File: src/hw/rtl/ora_pkg.sv
// Shared types and codes for the outbound region allocator.
// No dependencies; imported by outbound_region_allocator_top, ora_checker and tb_top.
`default_nettype none

package ora_pkg;

  // Fixed top of the outbound window.
  localparam logic [63:0] WIN_END = 64'h0000_0000_1fff_ffff;

  // Operation codes.
  localparam logic [1:0] FN_MAP   = 2'd0;
  localparam logic [1:0] FN_UNMAP = 2'd1;
  localparam logic [1:0] FN_XLATE = 2'd2;

  // Result status codes.
  localparam logic [1:0] ST_OK      = 2'd0;
  localparam logic [1:0] ST_INVAL   = 2'd1;
  localparam logic [1:0] ST_RANGE   = 2'd2;
  localparam logic [1:0] ST_NOSPACE = 2'd3;

  typedef struct packed {
    logic [1:0]         func;
    logic [63:0]        host_target;
    logic signed [31:0] map_size;
    logic [2:0]         region_index;
    logic [63:0]        host_address;
  } ora_req_t;

  typedef struct packed {
    logic [1:0]  status;
    logic [2:0]  granted_region;
    logic [63:0] window_address;
    logic [31:0] limit_address;
  } ora_res_t;

endpackage

`default_nettype wire

File: src/hw/rtl/outbound_region_allocator_top.sv
// Outbound region allocator: region table, map / unmap / translate in one pass.
// Depends on ora_pkg for the request and result types and the codes.
`default_nettype none

// One request is taken on every clock edge at which start is high; busy is
// never raised, so a request may follow in every cycle. Each request gives
// exactly one result, shown on out_data with out_valid high for one cycle:
// the request is held in the request register, then a single pass of
// decode, first-free search and 64-bit address arithmetic fills the result
// register. The receiver cannot stall the block.
// ALIGN_BYTES must be a power of two. The region size is worked out when
// the design is built from WINDOW_START, REGION_COUNT and ALIGN_BYTES.
module outbound_region_allocator_top
  import ora_pkg::*;
#(
  parameter int unsigned REGION_COUNT = 6,
  parameter int unsigned ALIGN_BYTES  = 65536,
  parameter logic [31:0] WINDOW_START = 32'h1000_0000
) (
  input  wire logic     clk,
  input  wire logic     rst_n,
  input  wire logic     start,
  output logic          busy,
  input  wire ora_req_t in_data,
  output logic          out_valid,
  output ora_res_t      out_data
);

  localparam int unsigned IDX_W      = (REGION_COUNT > 1) ? $clog2(REGION_COUNT) : 1;
  localparam int unsigned ALIGN_LOG2 = $clog2(ALIGN_BYTES);
  localparam logic [63:0] START64    = {32'd0, WINDOW_START};
  localparam logic [63:0] PER_REGION =
    (START64 > WIN_END) ? 64'd0 : (WIN_END - START64) / REGION_COUNT;
  localparam logic [63:0] SPAN       = (PER_REGION / ALIGN_BYTES) * ALIGN_BYTES;
  localparam logic [3:0]  COUNT4     = 4'(REGION_COUNT);

  logic                    in_valid_r;
  ora_req_t                in_r;
  logic                    out_valid_r;
  ora_res_t                out_r;
  ora_res_t                out_nxt;
  logic [REGION_COUNT-1:0] busy_r;
  logic [REGION_COUNT-1:0] busy_nxt;
  logic [63:0]             target_r   [REGION_COUNT];
  logic [63:0]             target_nxt [REGION_COUNT];

  logic        free_found;
  logic [2:0]  free_idx;
  logic [2:0]  sel_idx;
  logic [63:0] sel_base;
  logic [63:0] sel_target;
  logic        idx_in_range;
  logic [63:0] size64;

  assign busy      = 1'b0;
  assign out_valid = out_valid_r;
  assign out_data  = out_r;

  // Lowest free region.
  always_comb begin
    free_found = 1'b0;
    free_idx   = 3'd0;
    for (int i = REGION_COUNT - 1; i >= 0; i--) begin
      if (!busy_r[i]) begin
        free_found = 1'b1;
        free_idx   = 3'(i);
      end
    end
  end

  assign idx_in_range = {1'b0, in_r.region_index} < COUNT4;
  assign sel_idx      = (in_r.func == FN_MAP) ? free_idx : in_r.region_index;
  assign sel_base     = START64 + 64'(sel_idx) * SPAN;
  assign sel_target   = idx_in_range ? target_r[in_r.region_index[IDX_W-1:0]] : 64'd0;
  assign size64       = {32'd0, in_r.map_size};

  always_comb begin
    busy_nxt   = busy_r;
    target_nxt = target_r;
    out_nxt    = '0;
    unique case (in_r.func)
      FN_MAP: begin
        if (in_r.map_size[31] || (in_r.map_size == 32'sd0)) begin
          out_nxt.status = ST_INVAL;
        end else if (size64 > SPAN) begin
          out_nxt.status = ST_RANGE;
        end else if (in_r.host_target[ALIGN_LOG2-1:0] != '0) begin
          out_nxt.status = ST_INVAL;
        end else if (!free_found) begin
          out_nxt.status = ST_NOSPACE;
        end else begin
          out_nxt.status         = ST_OK;
          out_nxt.granted_region = free_idx;
          out_nxt.window_address = sel_base;
          out_nxt.limit_address  = sel_base[31:0] + in_r.map_size[31:0] - 32'd1;
          busy_nxt[free_idx[IDX_W-1:0]]   = 1'b1;
          target_nxt[free_idx[IDX_W-1:0]] = in_r.host_target;
        end
      end
      FN_UNMAP: begin
        out_nxt.status = ST_OK;
        if (idx_in_range) begin
          busy_nxt[in_r.region_index[IDX_W-1:0]]   = 1'b0;
          target_nxt[in_r.region_index[IDX_W-1:0]] = 64'd0;
        end
      end
      FN_XLATE: begin
        if (idx_in_range) begin
          out_nxt.status         = ST_OK;
          out_nxt.window_address = sel_base + (in_r.host_address - sel_target);
        end else begin
          out_nxt.status = ST_INVAL;
        end
      end
      default: begin
        out_nxt.status = ST_INVAL;
      end
    endcase
  end

  always_ff @(posedge clk) begin
    in_r  <= in_data;
    out_r <= out_nxt;
    if (!rst_n) begin
      in_valid_r  <= 1'b0;
      out_valid_r <= 1'b0;
      busy_r      <= '0;
      for (int i = 0; i < REGION_COUNT; i++) begin
        target_r[i] <= 64'd0;
      end
    end else begin
      in_valid_r  <= start;
      out_valid_r <= in_valid_r;
      // Commit table changes only for a real request.
      if (in_valid_r) begin
        busy_r   <= busy_nxt;
        target_r <= target_nxt;
      end
    end
  end

  a_one_result: assert property (@(posedge clk) disable iff (!rst_n)
    in_valid_r |=> out_valid_r)
    else $error("request register beat lost before the result register");

  a_no_phantom: assert property (@(posedge clk) disable iff (!rst_n)
    !in_valid_r |=> !out_valid_r)
    else $error("result strobe without a request");

  a_map_claims_one: assert property (@(posedge clk) disable iff (!rst_n)
    (in_valid_r && in_r.func == FN_MAP && out_nxt.status == ST_OK)
      |=> $countones(busy_r) == $past($countones(busy_r)) + 1)
    else $error("successful map did not claim exactly one region");

  a_nospace_full: assert property (@(posedge clk) disable iff (!rst_n)
    (in_valid_r && in_r.func == FN_MAP && out_nxt.status == ST_NOSPACE) |-> &busy_r)
    else $error("no-space status while a region is free");

  a_grant_only_ok: assert property (@(posedge clk) disable iff (!rst_n)
    (out_valid_r && out_r.status != ST_OK)
      |-> (out_r.granted_region == 3'd0 && out_r.window_address == 64'd0))
    else $error("error result carries a region or address");

endmodule

`default_nettype wire

File: config.mk
export PLATFORM = sky130hd
export DESIGN_NAME = outbound_region_allocator_top
export DESIGN_NICKNAME = d
export VERILOG_FILES = /design/src/hw/rtl/ora_pkg.sv /design/src/hw/rtl/outbound_region_allocator_top.sv
export SDC_FILE = /design/constraint.sdc
export NUM_CORES = 1
export LEC_CHECK = 0
export ABC_AREA = 1
export ABC_CLOCK_PERIOD_IN_PS = 8000
export BUFFER_PORTS_ARGS = -buffer_cell sky130_fd_sc_hd__buf_2
export CAP_MARGIN = 20
export CORE_UTILIZATION = 45
export DETAILED_ROUTE_END_ITERATION = 10
export SLEW_MARGIN = 10
export SYNTH_ARGS = -nofsm -noshare
export SYNTH_HDL_FRONTEND = slang
export SYNTH_SLANG_ARGS = --single-unit
export TNS_END_PERCENT = 20
File: constraint.sdc
create_clock -name clk -period 8 [get_ports clk]
set_clock_uncertainty 0.05 [all_clocks]
set_input_delay 1.2 -clock clk [delete_from_list [all_inputs] [get_ports clk]]
set_output_delay 1.2 -clock clk [all_outputs]
set_load 0.1 [all_outputs]
After elaboration in Yosys (flattened, before gate mapping)
Index checks and enable logic that the tools add are counted.
{"block": "classes", "addsub": 5, "multipliers": 1, "n_lt_le_gt_ge": 10, "eq_ne": 7, "n_mux": 50, "n_bitwise": 9, "n_reduce_logical": 11}
{"operator": "two-way mux 384 bit", "n": 5}
{"operator": "case mux 384 bit (2 select lines)", "n": 1}
{"operator": "bitwise AND 384 bit", "n": 1}
{"operator": "bitwise mux 384 bit", "n": 1}
{"operator": "demux 64 bit (select 3 bit)", "n": 2}
{"operator": "two-way mux 64 bit", "n": 6}
{"operator": "inverter 384 bit", "n": 1}
{"operator": "two-way mux 96 bit", "n": 3}
{"operator": "binary-select mux 64 bit (select 3 bit)", "n": 1}
{"operator": "case mux 64 bit (2 select lines)", "n": 1}
{"operator": "adder 30 x 64 -> 64 bit", "n": 1}
{"operator": "subtractor 64 bit", "n": 1}
{"operator": "two-way mux 62 bit", "n": 1}
{"operator": "adder 30 x 32 -> 32 bit", "n": 1}
{"operator": "> comparator 32 x 26 -> 1 bit, second input constant", "n": 1}
{"operator": "logical NOT 32 bit", "n": 1}
{"operator": "subtractor 32 x 1 -> 32 bit, second input constant", "n": 1}
{"operator": "adder 29 x 29 -> 30 bit, first input constant", "n": 1}
{"operator": "two-way mux 6 bit", "n": 5}
{"operator": "two-way mux 3 bit", "n": 7}
{"operator": "nonzero test 16 bit", "n": 1}
{"operator": "multiplier 3 x 9 -> 12 bit, second input constant", "n": 1}
{"operator": "case mux 6 bit (2 select lines)", "n": 1}
{"operator": "inequality test 2 bit, second input constant", "n": 5}
{"operator": "22 further kinds", "n": 43}
{"block": "totals", "register_bits": 658, "input_bits": 168, "output_inout_bits": 103, "wordCells": 111}

Depth between registers and ports, before layout
{"block": "depth", "word_depth": 17, "depth_mapped": 26, "depth_no_buf": 26}

Worst setup path after synthesis
Ideal clock, no wire load.
{"block": "synth_path", "path_kind": "register to register", "from": "reg busy_r[5]", "to": "reg out_r, in the netlist out_data[55]", "setup_ns": 0.130, "arrival_ns": 3.763, "required_ns": 7.820, "path_slack_ns": 4.057, "stages_incl_launch_ff": 22, "n_path_buf": 0, "period_less_slack_ns": 3.943, "cell_sequence": "dfxtp_1 o21ai_1 nand2_1 nand2_1 nand2_2 inv_2 nand2_1 o21ai_1 ha_1 or2_2 nand2_1 xor2_1 fa_1 inv_1 ha_1 a21oi_1 o21ai_0 a21oi_1 nand3_1 or2_2 nand3_1 o21ai_0"}
{"block": "synth_between", "elab_chain_len": 14, "word_cells_on_any_way": 22, "classes_between": "add/sub: 2; mul: 1; mux: 19"}
{"element": "from (decl)", "line": "outbound_region_allocator_top.sv:42", "text": "logic [REGION_COUNT-1:0] busy_r;"}
{"element": "from (signal assigned)", "line": "outbound_region_allocator_top.sv:136", "text": "busy_r <= busy_nxt;"}
{"element": "branches (longest 13 deep; another with adder 30 x 64 -> 64 bit)"}
{"element": "case mux 64 bit (2 select lines) (*)", "line": "outbound_region_allocator_top.sv:81", "text": "unique case (in_r.func)"}
{"element": "to (signal assigned)", "line": "outbound_region_allocator_top.sv:123", "text": "out_r <= out_nxt;"}
{"element": "to (decl)", "line": "outbound_region_allocator_top.sv:40", "text": "ora_res_t out_r;"}
Every way passes the cells marked *.
A chain may end at the register's enable or synchronous reset.

Worst setup path in the final report
{"block": "layout_path", "from": "reg in_r[64] in the netlist's numbering", "to": "reg out_r, in the netlist out_data[74]"}
{"block": "layout_between", "elab_chain_len": 9, "word_cells_on_any_way": 13, "classes_between": "add/sub: 3; mul: 1; order compare: 1; mux: 7; bitwise: 1"}
{"element": "from (decl)", "line": "outbound_region_allocator_top.sv:38", "text": "ora_req_t in_r;"}
{"element": "from (signal assigned)", "line": "outbound_region_allocator_top.sv:122", "text": "in_r <= in_data;"}
{"element": "branches (longest 7 deep; another with adder 30 x 64 -> 64 bit)"}
{"element": "two-way mux 64 bit (*)", "line": "outbound_region_allocator_top.sv:108", "text": "if (idx_in_range) begin"}
{"element": "case mux 64 bit (2 select lines) (*)", "line": "outbound_region_allocator_top.sv:81"}
Every way passes the cells marked *. The select of a mux whose other input is x is not followed.

==> flow_metrics.env <==
export IMPL_synth_compound_area_frac=0.104
export IMPL_critPathMaxFanout=33
export IMPL_die_area_sq_um=93900
export IMPL_num_vias=44500
export IMPL_clkTransAtPathRegs_ps=60
export IMPL_synth_fp_nets=7052
export IMPL_path_class="reg2reg"
export IMPL_setup_viol=0
export IMPL_area_delta_synth_final_pct=10.3
export IMPL_critical_path_max_stage_delay_ps=750
export IMPL_finalNonFillerCells=8008
export IMPL_synthXorXnorAreaFrac=0.00210
export IMPL_wire_per_inst_um=20.5
export IMPL_startpoint_type="flip-flop"
export IMPL_drt_iter0_drc=5214
export IMPL_multi_input_area_sq_um=21600
export IMPL_io_buffer_count=269
export IMPL_ys_ff_latch=658
export IMPL_fin_hold_ws_ps=417
export IMPL_cts_root_buf="clkbuf_16"
export IMPL_hold_buffers=0
export IMPL_track_usage=0.339
export IMPL_muxShareOfSynthArea=0
export IMPL_synth_ff_type="dfxtp_1"
export IMPL_yosysTopAreaCellShare=0.316
export IMPL_powerDensity_nw_per_um2=195
export IMPL_viasPerCell=5.56
export IMPL_ctsLongestPathBuffers=3
export IMPL_yosysMostFrequentCell="nand2_1"
export IMPL_cts_buffers=79
export IMPL_cts_setup_buffers=0
export IMPL_synth_top_cells_by_count="nand2_1 (1,584), inv_1 (1,353), nor2_1 (705)"
export IMPL_synth_avg_cell_area_sq_um=6.22
export IMPL_p_int_mw=5.99
export IMPL_grt_pass1_vias=41100
export IMPL_cts_num_sinks=658
export IMPL_synth_adder_area_share=0.0564
export IMPL_final_setup_tns_ps=0
export IMPL_route_detailed_drc=0
export IMPL_synth_top_area_cell="dfxtp_1"
export IMPL_synth_area_top_cells="dfxtp_1 (32%), nand2_1 (14%), inv_1 (12%)"
export IMPL_cp_slowest_cell="nor3_2"
export IMPL_grt_pass1_wl_um=248000
export IMPL_regArea_sq_um=13200
export IMPL_relSlewSlack=0.149
export IMPL_arrival_ps=5970
export IMPL_tightest_slew_ps=1270
export IMPL_tritoncts="done"
export IMPL_max_cap_violations=0
export IMPL_dpl_hpwl_um=101000
export IMPL_comb_power_share=0.205
export IMPL_end_kind="flip-flop"
export IMPL_grt_max_degree=159
export IMPL_seq_power_share=0.383
export IMPL_fin_area_sq_um=46000
export IMPL_nFillCells=9511
export IMPL_finalWirelength_um=165000
export IMPL_synth_edf_count=0
export IMPL_start_util=0.454
export IMPL_yosysWarnings=0
export IMPL_fin_util=0.501
export IMPL_ioPinCount=271
export IMPL_switching_share=0.333
export IMPL_vdd_drop_max_v=0.000128
export IMPL_antenna_found_initial=8
export IMPL_period_minus_slack_ps=5470
export IMPL_async_flop_share=0
export IMPL_fmax_ghz=0.183
export IMPL_grt_ovfl_total=0
export IMPL_clockPowerShare=0.413
export IMPL_gp_congestion=1.00
export IMPL_drv_slew=0
export IMPL_firstDrtPassIters=6
export IMPL_syn_area_sq_um=41700
export IMPL_yosysSeqAreaShare=0.316
export IMPL_placedInstanceArea_sq_um=43300
export IMPL_htreeDepth=3
export IMPL_post_cts_resized=0
export IMPL_ant_nets=0
export IMPL_hp_class="reg2reg"
export IMPL_crit_chain="inv_1 > nor3_2 > inv_4 > buf_4 > o21ai_0 > a221oi_1 > o221ai_1 > fa_1 > inv_1 > ha_1 > nand2_1 > nor2_1 > nand2_1 > inv_1 > nand2_1 > nand3_1 > nand2_1 > nand2_1 > nand2_1 > nand2_1 > nor2_1"
export IMPL_p_leak_nw=22.0
export IMPL_yosys_area_share_simple=0.350
export IMPL_synth_cell_types=49
export IMPL_rsz0062_at_grt="false"
export IMPL_cpMostUsedCell="nand2_1"
export IMPL_placed_cells=7862
export IMPL_final_nets=7052
export IMPL_clk_latency_ps=670
export IMPL_critPathRequiredTime_ps=8500
export IMPL_post_route_period_util=0.683
export IMPL_run_status="finished clean"
export IMPL_drive_above_1_share=0.0773
export IMPL_switchingPower_mw=3.00
export IMPL_coreArea_sq_um=91800
export IMPL_die_h_um=306
export IMPL_hold_viol=0
export IMPL_die_w_um=306
export IMPL_syn_instance_count=6705
export IMPL_row_count=111
export IMPL_diodes=0
export IMPL_synth_top_family_by_area="simple AND/OR/NAND/NOR gates"
[final cells by class]
cell class	count	area share
Clock inverter	29	0.00672
Clock buffer	112	0.0503
Tap cell	1243	0.0338
Multi-Input combinational cell	4261	0.469
Sequential cell	658	0.286
Inverter	1364	0.111
Timing Repair Buffer	341	0.0428
[cells by family (layout without fill, tap and decap cells)]
| group | Yosys count | count (layout) |
|---|---|---|
| simple gates | 3356 | 3356 |
| buf+inv | 1786 | 1846 |
| compound gates | 715 | 715 |
| flops | 658 | 658 |
| fa+ha+maj | 179 | 179 |
| xor+xnor | 10 | 10 |
| other cells | 1 | 1 |
[critical path: cells and delay by family (launching register included)]
family	cells	cell delay, ps
AO/OA/AOI/OAI	3	480
flip-flops	1	550
AND/OR/NAND/NOR	11	2230
adder cells (fa/ha/maj)	2	750
buffers and inverters	5	1250
[final timing paths]
path	from	to	slack, ps	depth (start not counted)
min reg2reg	in_r[67]	out_data[0]	420	1
min	in_r[67]	out_data[0]	420	1
max	in_r[64]	out_data[74]	2530	21
max reg2reg	in_r[64]	out_data[74]	2530	21
[layout by cell type, fill, tap and decap left out, types with 111 or more instances in the layout]
cell type,count
nand4_1,404
nand3_1,421
inv_1,1351
nor3_1,192
o21ai_0,111
buf_2,268
a31oi_1,128
a21oi_1,185
dfxtp_1,658
nor2_1,702
ha_1,164
nand2_1,1577
o22ai_1,164
[power groups by stage]
stage                     Combinational [mW]  Sequential (mW)  Clock (mW)
after detailed placement                1.79             3.51           0
after global placement                  1.79             3.51           0
after CTS                               1.80             3.44        3.76
final                                   1.84             3.44        3.71
after global routing                    1.99             3.45        3.88
after floorplan                         1.07             3.68           0
[sequential cells by signal, summed over array words and instances, names as in the netlist]
name        count
busy_r          6
in_r          165
in_valid_r      1
out_data      101
out_valid       1
target_r      384
[per-layer routing]
metal  track usage  up-vias  share of wire
met5             0        -        0.00013
met4         0.134        4          0.039
met3        0.0700      363          0.099
met2         0.541     2247           0.45
met1         0.446    20600           0.42
li1              -    21300              -
[through the flow]
step	setup slack, ps	total power [mW]
after global placement	2680	5.30
after CTS	2690	9.00
after detailed placement	2720	5.30
final	2530	8.99
after floorplan	4060	4.74
after global routing	2360	9.32
(Power assumes the default switching activity.)
